$ cat src/rtl/cm6sd_pkg.sv
// ----------------------------------------------------------------------------
// cm6sd_pkg
// Shared types, character codes and the digit map of the cm6 decoder.
// ----------------------------------------------------------------------------
package cm6sd_pkg;

  localparam int unsigned CharW  = 8;
  localparam int unsigned CodeW  = 7;
  localparam int unsigned DigitW = 6;
  localparam int unsigned SampleW = 32;
  localparam int unsigned ShiftW = 5;
  localparam int unsigned QueueDepth = 2;

  localparam int unsigned DigitMoreBit = 5;
  localparam int unsigned DigitSignBit = 4;

  localparam logic [CodeW-1:0] CharPlus    = 7'd43;
  localparam logic [CodeW-1:0] CharMinus   = 7'd45;
  localparam logic [CodeW-1:0] CharZero    = 7'd48;
  localparam logic [CodeW-1:0] CharNine    = 7'd57;
  localparam logic [CodeW-1:0] CharUpperA  = 7'd65;
  localparam logic [CodeW-1:0] CharUpperZ  = 7'd90;
  localparam logic [CodeW-1:0] CharLowerA  = 7'd97;
  localparam logic [CodeW-1:0] CharLowerZ  = 7'd122;

  localparam logic [CodeW-1:0] OffsetDigit = 7'd46;
  localparam logic [CodeW-1:0] OffsetUpper = 7'd53;
  localparam logic [CodeW-1:0] OffsetLower = 7'd59;

  typedef struct packed {
    logic              mapped;
    logic [DigitW-1:0] value;
  } digit_t;

  typedef struct packed {
    logic clear;
    logic has_value;
    logic negative;
  } diff_ctrl_t;

  localparam int unsigned CtrlW = $bits(diff_ctrl_t);

  function automatic digit_t char_to_digit(logic [CodeW-1:0] c);
    digit_t d;
    logic [CodeW-1:0] diff;
    d.mapped = 1'b1;
    diff = '0;
    if (c == CharPlus) begin
      diff = '0;
    end else if (c == CharMinus) begin
      diff = 7'd1;
    end else if (c >= CharZero && c <= CharNine) begin
      diff = c - OffsetDigit;
    end else if (c >= CharUpperA && c <= CharUpperZ) begin
      diff = c - OffsetUpper;
    end else if (c >= CharLowerA && c <= CharLowerZ) begin
      diff = c - OffsetLower;
    end else begin
      d.mapped = 1'b0;
    end
    d.value = diff[DigitW-1:0];
    return d;
  endfunction

endpackage

$ cat src/rtl/cm6sd_char_if.sv
// ----------------------------------------------------------------------------
// cm6sd_char_if
// Character channel: valid/ready handshake with one text character per item.
// ----------------------------------------------------------------------------
interface cm6sd_char_if;
  logic       valid;
  logic       ready;
  logic [7:0] char_code;
  logic       start_of_message;

  modport source (output valid, output char_code, output start_of_message, input ready);
  modport sink   (input valid, input char_code, input start_of_message, output ready);
endinterface

$ cat src/rtl/cm6sd_sample_if.sv
// ----------------------------------------------------------------------------
// cm6sd_sample_if
// Sample channel: valid/ready handshake with one decoded sample per item.
// ----------------------------------------------------------------------------
interface cm6sd_sample_if;
  logic               valid;
  logic               ready;
  logic signed [31:0] sample_value;

  modport source (output valid, output sample_value, input ready);
  modport sink   (input valid, input sample_value, output ready);
endinterface

$ cat src/rtl/cm6sd_front.sv
// ----------------------------------------------------------------------------
// cm6sd_front
// Maps characters to digits, gathers sign and magnitude of each difference
// and queues completed differences and message clears.
// ----------------------------------------------------------------------------
module cm6sd_front #(
  parameter int unsigned AccWidth = 32
) (
  input  logic                     clk_i,
  input  logic                     rst_ni,
  input  logic                     in_valid_i,
  input  logic [cm6sd_pkg::CharW-1:0] char_code_i,
  input  logic                     start_of_message_i,
  input  logic                     queue_ready_i,
  output logic                     push_o,
  output cm6sd_pkg::diff_ctrl_t    push_ctrl_o,
  output logic [AccWidth-1:0]      push_mag_o
);
  import cm6sd_pkg::*;

  logic [AccWidth-1:0] partial_q, partial_d;
  logic                cont_q, cont_d;
  logic                neg_q, neg_d;

  logic                accept;
  digit_t              dig;
  logic [AccWidth-1:0] base_partial;
  logic                base_cont;
  logic                base_neg;
  logic                neg_sel;
  logic [AccWidth-1:0] sum;

  assign accept = in_valid_i & queue_ready_i;
  assign dig    = char_to_digit(char_code_i[CodeW-1:0]);

  always_comb begin
    base_partial = start_of_message_i ? '0 : partial_q;
    base_cont    = start_of_message_i ? 1'b0 : cont_q;
    base_neg     = start_of_message_i ? 1'b0 : neg_q;
    if (base_cont) begin
      neg_sel = base_neg;
      sum     = base_partial + AccWidth'(dig.value[DigitSignBit:0]);
    end else begin
      neg_sel = dig.value[DigitSignBit];
      sum     = base_partial + AccWidth'(dig.value[DigitSignBit-1:0]);
    end
  end

  always_comb begin
    partial_d             = partial_q;
    cont_d                = cont_q;
    neg_d                 = neg_q;
    push_o                = 1'b0;
    push_ctrl_o.clear     = start_of_message_i;
    push_ctrl_o.has_value = 1'b0;
    push_ctrl_o.negative  = neg_sel;
    push_mag_o            = sum;
    if (accept) begin
      partial_d = base_partial;
      cont_d    = base_cont;
      neg_d     = base_neg;
      push_o    = start_of_message_i;
      if (dig.mapped) begin
        neg_d = neg_sel;
        if (dig.value[DigitMoreBit]) begin
          partial_d = {sum[AccWidth-ShiftW-1:0], ShiftW'(0)};
          cont_d    = 1'b1;
        end else begin
          partial_d             = '0;
          cont_d                = 1'b0;
          push_o                = 1'b1;
          push_ctrl_o.has_value = 1'b1;
        end
      end
    end
  end

  always_ff @(posedge clk_i or negedge rst_ni) begin
    if (!rst_ni) begin
      partial_q <= '0;
      cont_q    <= 1'b0;
      neg_q     <= 1'b0;
    end else begin
      partial_q <= partial_d;
      cont_q    <= cont_d;
      neg_q     <= neg_d;
    end
  end

endmodule

$ cat src/rtl/cm6sd_fifo.sv
// ----------------------------------------------------------------------------
// cm6sd_fifo
// Short register queue between the front and the back end.
// ----------------------------------------------------------------------------
module cm6sd_fifo #(
  parameter int unsigned Width = 8,
  parameter int unsigned Depth = 2
) (
  input  logic             clk_i,
  input  logic             rst_ni,
  input  logic             push_i,
  input  logic [Width-1:0] push_data_i,
  output logic             push_ready_o,
  input  logic             pop_i,
  output logic             pop_valid_o,
  output logic [Width-1:0] pop_data_o
);
  localparam int unsigned PtrW = (Depth > 1) ? $clog2(Depth) : 1;
  localparam int unsigned CntW = $clog2(Depth + 1);

  logic [Width-1:0] mem_q [Depth];
  logic [PtrW-1:0]  wr_ptr_q, wr_ptr_d;
  logic [PtrW-1:0]  rd_ptr_q, rd_ptr_d;
  logic [CntW-1:0]  count_q, count_d;
  logic             do_push, do_pop;

  assign push_ready_o = count_q != CntW'(Depth);
  assign pop_valid_o  = count_q != '0;
  assign pop_data_o   = mem_q[rd_ptr_q];
  assign do_push      = push_i & push_ready_o;
  assign do_pop       = pop_i & pop_valid_o;

  always_comb begin
    wr_ptr_d = wr_ptr_q;
    rd_ptr_d = rd_ptr_q;
    count_d  = count_q;
    if (do_push) begin
      wr_ptr_d = (wr_ptr_q == PtrW'(Depth - 1)) ? '0 : wr_ptr_q + 1'b1;
    end
    if (do_pop) begin
      rd_ptr_d = (rd_ptr_q == PtrW'(Depth - 1)) ? '0 : rd_ptr_q + 1'b1;
    end
    if (do_push && !do_pop) begin
      count_d = count_q + 1'b1;
    end else if (do_pop && !do_push) begin
      count_d = count_q - 1'b1;
    end
  end

  always_ff @(posedge clk_i or negedge rst_ni) begin
    if (!rst_ni) begin
      wr_ptr_q <= '0;
      rd_ptr_q <= '0;
      count_q  <= '0;
    end else begin
      wr_ptr_q <= wr_ptr_d;
      rd_ptr_q <= rd_ptr_d;
      count_q  <= count_d;
    end
  end

  always_ff @(posedge clk_i) begin
    if (do_push) begin
      mem_q[wr_ptr_q] <= push_data_i;
    end
  end

endmodule

$ cat src/rtl/cm6sd_back.sv
// ----------------------------------------------------------------------------
// cm6sd_back
// Double integrator with output register; applies queued message clears.
// ----------------------------------------------------------------------------
module cm6sd_back #(
  parameter int unsigned AccWidth = 32
) (
  input  logic                          clk_i,
  input  logic                          rst_ni,
  input  logic                          q_valid_i,
  input  cm6sd_pkg::diff_ctrl_t         q_ctrl_i,
  input  logic [AccWidth-1:0]           q_mag_i,
  output logic                          pop_o,
  output logic                          out_valid_o,
  input  logic                          out_ready_i,
  output logic [cm6sd_pkg::SampleW-1:0] sample_value_o
);
  import cm6sd_pkg::*;

  localparam int unsigned ExtW = (AccWidth > SampleW) ? AccWidth : SampleW;

  logic [AccWidth-1:0] first_q, first_d;
  logic [AccWidth-1:0] second_q, second_d;
  logic                out_valid_q, out_valid_d;
  logic [SampleW-1:0]  sample_q, sample_d;

  logic [AccWidth-1:0] first_base, second_base;
  logic [AccWidth-1:0] first_new, second_new;
  logic [ExtW-1:0]     second_ext;

  assign pop_o = q_valid_i & (~q_ctrl_i.has_value | ~out_valid_q | out_ready_i);

  always_comb begin
    first_base  = q_ctrl_i.clear ? '0 : first_q;
    second_base = q_ctrl_i.clear ? '0 : second_q;
    first_new   = q_ctrl_i.negative ? first_base - q_mag_i : first_base + q_mag_i;
    second_new  = second_base + first_new;
    second_ext  = ExtW'(signed'(second_new));
  end

  always_comb begin
    first_d     = first_q;
    second_d    = second_q;
    sample_d    = sample_q;
    out_valid_d = out_valid_q & ~out_ready_i;
    if (pop_o) begin
      if (q_ctrl_i.has_value) begin
        first_d     = first_new;
        second_d    = second_new;
        sample_d    = second_ext[SampleW-1:0];
        out_valid_d = 1'b1;
      end else begin
        first_d  = first_base;
        second_d = second_base;
      end
    end
  end

  always_ff @(posedge clk_i or negedge rst_ni) begin
    if (!rst_ni) begin
      first_q     <= '0;
      second_q    <= '0;
      out_valid_q <= 1'b0;
    end else begin
      first_q     <= first_d;
      second_q    <= second_d;
      out_valid_q <= out_valid_d;
    end
  end

  always_ff @(posedge clk_i) begin
    sample_q <= sample_d;
  end

  assign out_valid_o    = out_valid_q;
  assign sample_value_o = sample_q;

endmodule

$ cat src/rtl/cm6_second_difference_decoder.sv
// ----------------------------------------------------------------------------
// cm6_second_difference_decoder
// Decodes cm6 text into samples by double integration of signed differences.
// A difference is queued; its sample is then registered at the output.
// Throughput: one character per cycle while the two-entry queue has room;
// it and the output register let input and output stall independently.
// Reset clears the digit gatherer, both integrators, the queue and the output.
// ----------------------------------------------------------------------------
module cm6_second_difference_decoder #(
  parameter int unsigned ACC_WIDTH = 32
) (
  input  logic           clk_i,
  input  logic           rst_ni,
  cm6sd_char_if.sink     char_i,
  cm6sd_sample_if.source sample_o
);
  import cm6sd_pkg::*;

  localparam int unsigned EntryW = CtrlW + ACC_WIDTH;

  logic                 push;
  diff_ctrl_t           push_ctrl;
  logic [ACC_WIDTH-1:0] push_mag;
  logic                 q_ready;
  logic                 q_valid;
  logic                 pop;
  logic [EntryW-1:0]    q_data;
  diff_ctrl_t           q_ctrl;
  logic [ACC_WIDTH-1:0] q_mag;
  logic [SampleW-1:0]   sample_bits;
  digit_t               in_digit;

  assign char_i.ready = q_ready;

  cm6sd_front #(
    .AccWidth (ACC_WIDTH)
  ) u_front (
    .clk_i              (clk_i),
    .rst_ni             (rst_ni),
    .in_valid_i         (char_i.valid),
    .char_code_i        (char_i.char_code),
    .start_of_message_i (char_i.start_of_message),
    .queue_ready_i      (q_ready),
    .push_o             (push),
    .push_ctrl_o        (push_ctrl),
    .push_mag_o         (push_mag)
  );

  cm6sd_fifo #(
    .Width (EntryW),
    .Depth (QueueDepth)
  ) u_fifo (
    .clk_i        (clk_i),
    .rst_ni       (rst_ni),
    .push_i       (push),
    .push_data_i  ({push_ctrl, push_mag}),
    .push_ready_o (q_ready),
    .pop_i        (pop),
    .pop_valid_o  (q_valid),
    .pop_data_o   (q_data)
  );

  assign q_ctrl = q_data[EntryW-1:ACC_WIDTH];
  assign q_mag  = q_data[ACC_WIDTH-1:0];

  cm6sd_back #(
    .AccWidth (ACC_WIDTH)
  ) u_back (
    .clk_i          (clk_i),
    .rst_ni         (rst_ni),
    .q_valid_i      (q_valid),
    .q_ctrl_i       (q_ctrl),
    .q_mag_i        (q_mag),
    .pop_o          (pop),
    .out_valid_o    (sample_o.valid),
    .out_ready_i    (sample_o.ready),
    .sample_value_o (sample_bits)
  );

  assign sample_o.sample_value = signed'(sample_bits);

  assign in_digit = char_to_digit(char_i.char_code[CodeW-1:0]);

  a_push_needs_accept : assert property (@(posedge clk_i) disable iff (!rst_ni)
    push |-> (char_i.valid && char_i.ready))
    else $error("queue written without an accepted item");

  a_skip_no_push : assert property (@(posedge clk_i) disable iff (!rst_ni)
    (char_i.valid && char_i.ready && !in_digit.mapped && !char_i.start_of_message)
      |-> !push)
    else $error("skipped character produced a queue entry");

  a_out_from_queue : assert property (@(posedge clk_i) disable iff (!rst_ni)
    $rose(sample_o.valid) |-> $past(q_valid && q_ctrl.has_value))
    else $error("sample shown without a queued difference");

endmodule
$ cat src/flat_wrapper.sv
// flat-port wrapper written by rule: the top's interface ports become plain ports
module cm6_second_difference_decoder_flat import cm6sd_pkg::*;
#(
  parameter int unsigned ACC_WIDTH = 32
)
  (clk_i, rst_ni, char_i_valid, char_i_char_code, char_i_start_of_message, char_i_ready, sample_o_valid, sample_o_sample_value, sample_o_ready);
  cm6sd_char_if char_i_i ();
  cm6sd_sample_if sample_o_i ();
  input  logic clk_i;
  input  logic rst_ni;
  input wire logic [$bits(char_i_i.valid)-1:0] char_i_valid;
  input wire logic [$bits(char_i_i.char_code)-1:0] char_i_char_code;
  input wire logic [$bits(char_i_i.start_of_message)-1:0] char_i_start_of_message;
  output wire logic [$bits(char_i_i.ready)-1:0] char_i_ready;
  output wire logic [$bits(sample_o_i.valid)-1:0] sample_o_valid;
  output wire logic [$bits(sample_o_i.sample_value)-1:0] sample_o_sample_value;
  input wire logic [$bits(sample_o_i.ready)-1:0] sample_o_ready;
  assign char_i_i.valid = char_i_valid;
  assign char_i_i.char_code = char_i_char_code;
  assign char_i_i.start_of_message = char_i_start_of_message;
  assign char_i_ready = char_i_i.ready;
  assign sample_o_valid = sample_o_i.valid;
  assign sample_o_sample_value = sample_o_i.sample_value;
  assign sample_o_i.ready = sample_o_ready;
  cm6_second_difference_decoder #(.ACC_WIDTH(ACC_WIDTH)) u_core (.clk_i(clk_i), .rst_ni(rst_ni), .char_i(char_i_i), .sample_o(sample_o_i));
endmodule
$ cat config.mk
export PLATFORM = sky130hd
export DESIGN_NAME = cm6_second_difference_decoder_flat
export DESIGN_NICKNAME = d
export VERILOG_FILES = /design/src/rtl/cm6sd_pkg.sv /design/src/rtl/cm6sd_char_if.sv /design/src/rtl/cm6sd_sample_if.sv /design/src/rtl/cm6sd_front.sv /design/src/rtl/cm6sd_fifo.sv /design/src/rtl/cm6sd_back.sv /design/src/rtl/cm6_second_difference_decoder.sv /design/src/flat_wrapper.sv
export SDC_FILE = /design/constraint.sdc
export NUM_CORES = 1
export LEC_CHECK = 0
export ABC_CLOCK_PERIOD_IN_PS = 8050
export BUFFER_PORTS_ARGS = -buffer_cell sky130_fd_sc_hd__buf_4
export CAP_MARGIN = 20
export CORE_ASPECT_RATIO = 1.2
export CORE_MARGIN = 5
export CORE_UTILIZATION = 30
export DETAILED_ROUTE_END_ITERATION = 6
export GPL_ROUTABILITY_DRIVEN = 0
export HOLD_SLACK_MARGIN = 0.12
export PLACE_DENSITY_LB_ADDON = 0.15
export RECOVER_POWER = 50
export REMOVE_ABC_BUFFERS = 1
export SYNTH_ARGS = -nofsm -noshare
export SYNTH_HDL_FRONTEND = slang
export SYNTH_HIERARCHICAL = 1
export SYNTH_SLANG_ARGS = --single-unit
$ cat constraint.sdc
create_clock -name clk_i -period 8.05 [get_ports clk_i]
set_input_delay 0.4025 -clock clk_i [delete_from_list [all_inputs] [get_ports clk_i]]
set_output_delay 0.4025 -clock clk_i [all_outputs]
set_load 0.005 [all_outputs]
==> summary.md <==
| Metric | Value |
|---|---|
| Status | `finished with violations` |
| Failing checks | `capacitance limit, slew limit` |
| Synth async-reset ratio | `50.2%` |
| Total of max-cap violations | `7` |
| Crit start category | `register` |
| Layout net count | `1381` |
| Mean Syn Cell Area | `10.6 µm²` |
| Mapped cell area | `13400 µm²` |
| Critical Path Fanout Max | `30` |
| Fin. Hold Viols | `0` |
| Final Skew | `0.0169 ns` |
| DR vias | `9480` |
| Highest clock rate | `0.140 GHz` |
| Post-route DRC | `0` |
| I/O pin cnt | `47` |
| Mapped Cells | `1268` |
| First-pass GRT wire length | `52000 µm` |
| CP dominant cell by count | `a21oi_1` |
| Cell Chain, Critical Path | `buf_4, mux2_1, buf_4, nor2b_1, ha_1, a21oi_1, o21bai_1, a21o_1, a221o_1, a21oi_1, o21bai_1, a21oi_1, xnor2_1, ha_1, and4_1, nand2_1, a2111oi_2, o211ai_1, a31o_2, o21a_1, o21ai_0, xnor2_1, a22o_1` |
| Synth Flop Type | `dfrtp_1` |
| CP max stage cell | `dfrtp_1` |
| Drt initial violations | `358` |
| Setup violations, final | `0` |
| Drt pass-1 iters | `4` |
| Top-count cell post-synth | `dfrtp_1` |
| CTS buffer count | `24` |
| Slew margin rel. | `-152%` |
| Max clock buf depth | `3` |
| GRT Total Usage | `12.6%` |
| Chip width | `203 µm` |
| Core area | `44600 µm²` |
| Die area | `49100 µm²` |
| Ranking of synthesized cells by instance count | `dfrtp_1 (103), edfxtp_1 (102), xnor2_1 (90)` |
| Number of H-tree levels | `1` |
| Routed WL per cell | `16.7 µm` |
| Post-route setup TNS | `0 ns` |
| Routed wire length | `31300 µm` |
| DIE HEIGHT | `242 µm` |
| Vias in the first global route | `9848` |
| YS warnings | `6` |
| Syn-to-layout area delta | `12.2%` |
| Final ANT Viol Nets | `0` |
| Via/cell ratio | `5.07` |
| Layout cells sized above 1 | `11.5%` |
| Worst slew pin tran | `3.77 ns` |
| TritonCTS clock tree | `done` |
| Tcrit/Tclk final | `88.6%` |
| Part of the Yosys area used for sequential elements | `42.0%` |
| N_diodes | `0` |
| Max incr delay on CP | `0.65 ns` |
| Pins over their slew limit | `360` |
| Row Count | `85` |
| Hpwl dp | `22200 µm` |
| Yosys cell types | `90` |
| Clock-pin slew on the worst setup and hold paths | `0.06 ns` |
| Final min period | `7.13 ns` |
| Pin count of the biggest net entering global routing | `79` |
| Crit. path cell count | `23` |
| Root Buffer Master | `clkbuf_16` |
| Unrepaired setup endpoints after global routing | `false` |
| Initial core utilization | `30.1%` |
| Reg2reg path depth | `23` |
| Global route total overflow | `0` |
| Num Clock Sinks | `205` |
| Filler cells | `4451` |
| Synth area leader | `edfxtp_1` |
| Worst Path Buf+Inv | `2` |
| Seq cells post-synth | `205` |
| Hold path depth | `3` |
| Yosys top cell area share | `22.8%` |
| Top cells by area, synth | `edfxtp_1 (23%), dfrtp_1 (19%), ha_1 (7.3%)` |
| Clk_lat worst skew | `0.53 ns` |
| Initial antenna violation count | `0` |
| Port Buffer Count | `45` |
| Number of flops mapped to enable cells by yosys | `102` |
| Critical path's top delay family | `compound AO/OA/AOI/OAI gates` |
| Arrival @ worst endpoint | `7.53 ns` |
| Crit end category | `register` |
| CP required | `8.45 ns` |
| Worst Hold Class | `in2reg` |
| Worst setup path class | `reg2reg` |
registers in the layout, indices dropped and copies added (netlist names):
name and cells:
u_core/u_fifo/mem_q 70, u_core/u_fifo/rd_ptr_q 1, u_core/u_front/neg_q 1, u_core/u_front/cont_q 1, u_core/u_back/out_valid_o 1, u_core/u_back/sample_value_o 32
u_core/u_back/first_q 32, u_core/u_fifo/wr_ptr_q 1, u_core/u_back/second_q 32, u_core/u_front/partial_q 32, u_core/u_fifo/count_q 2
through the flow:
step	util [%]	hold WS, ns	area (µm²)	worst slack, ns	std cells
after global placement	31.9	0.459	14200	1.06	1825
after floorplan	-	0.107	13100	1.48	1203
after global routing	33.8	0.168	15100	0.394	1870
after CTS	33.9	0.138	15100	1.10	1870
after detailed placement	31.9	0.466	14200	1.13	1825
final	33.8	0.161	15100	0.919	1870
cell families (layout without fill, tap and decap cells):
logic type / count (synthesis) / count (layout) / synth area share [%]
buf+inv: 105 / 142 / 3.80
mux: 40 / 40 / 4.15
xor+xnor: 117 / 117 / 7.74
flops: 205 / 205 / 42.0
simple gates: 349 / 349 / 14.5
fa+ha+maj: 81 / 81 / 7.72
compound gates: 371 / 371 / 20.1
final cells by class:
class	count	area, µm²	share of cell area (%)
flip-flops and latches	205	5640	37.5
repair buffers	58	393	2.61
multi-input cells	958	7270	48.3
clock inverters	16	243	1.61
inverters	40	151	1.01
well taps	565	707	4.70
clock buffers	28	647	4.30
placed cells by master (no fill, tap or decap), types with 11 or more instances in the layout:
cell type,n
a31oi_1,17
o211ai_1,12
a22o_1,70
nand4_1,13
o21ai_0,41
and3_1,18
ha_1,78
nand3_1,17
a21o_1,33
nor2b_1,79
mux2_4,28
and2_1,11
nor2_1,72
clkbuf_16,25
clkbuf_4,30
clkbuf_1,14
o2bb2ai_1,14
xor2_1,26
nand2_1,55
a21oi_1,74
edfxtp_1,102
xnor2_1,90
o21bai_1,12
buf_4,15
a211oi_1,13
inv_1,39
dfrtp_1,103
nand2b_1,12
o21a_1,20
nor3_1,16
layer usage:
metal / part of all wire (%) / GRT usage (%) / vias up
met2: 49 / 22.1 / 104
met3: 2.6 / 1.50 / 40
met4: 2.6 / 3.91 / 0
li1: - / - / 4752
met5: 0 / 0 / -
met1: 46 / 16.2 / 4584
tightest hold or removal path, stage by stage:
cell,delay [ns]
buf_4,0.07
nand2b_1,0.11
nand2_1,0.05
path summary, 6_finish.rpt:
check,slack [ns],endpoint,startpoint
max,0.92,u_core/u_back/second_q[31],u_core/u_fifo/rd_ptr_q
min,0.16,u_core/u_back/out_valid_o,sample_o_ready
max reg2reg,0.92,u_core/u_back/second_q[31],u_core/u_fifo/rd_ptr_q
min reg2reg,0.48,u_core/u_back/first_q[31],u_core/u_back/first_q[31]
max in group asynchronous,2.69,u_core/u_fifo/wr_ptr_q,rst_ni
min in group asynchronous,1.70,u_core/u_back/second_q[28],rst_ni
what timing repair did:
item	in CTS	in global routing
hold buffers	1	0
hold endpoints to repair	61	0
resized for setup	0	0
buffers inserted	0	0
Power is not shown: default switching activity piles up to over one toggle a cycle in this logic, so the estimate is an artifact.
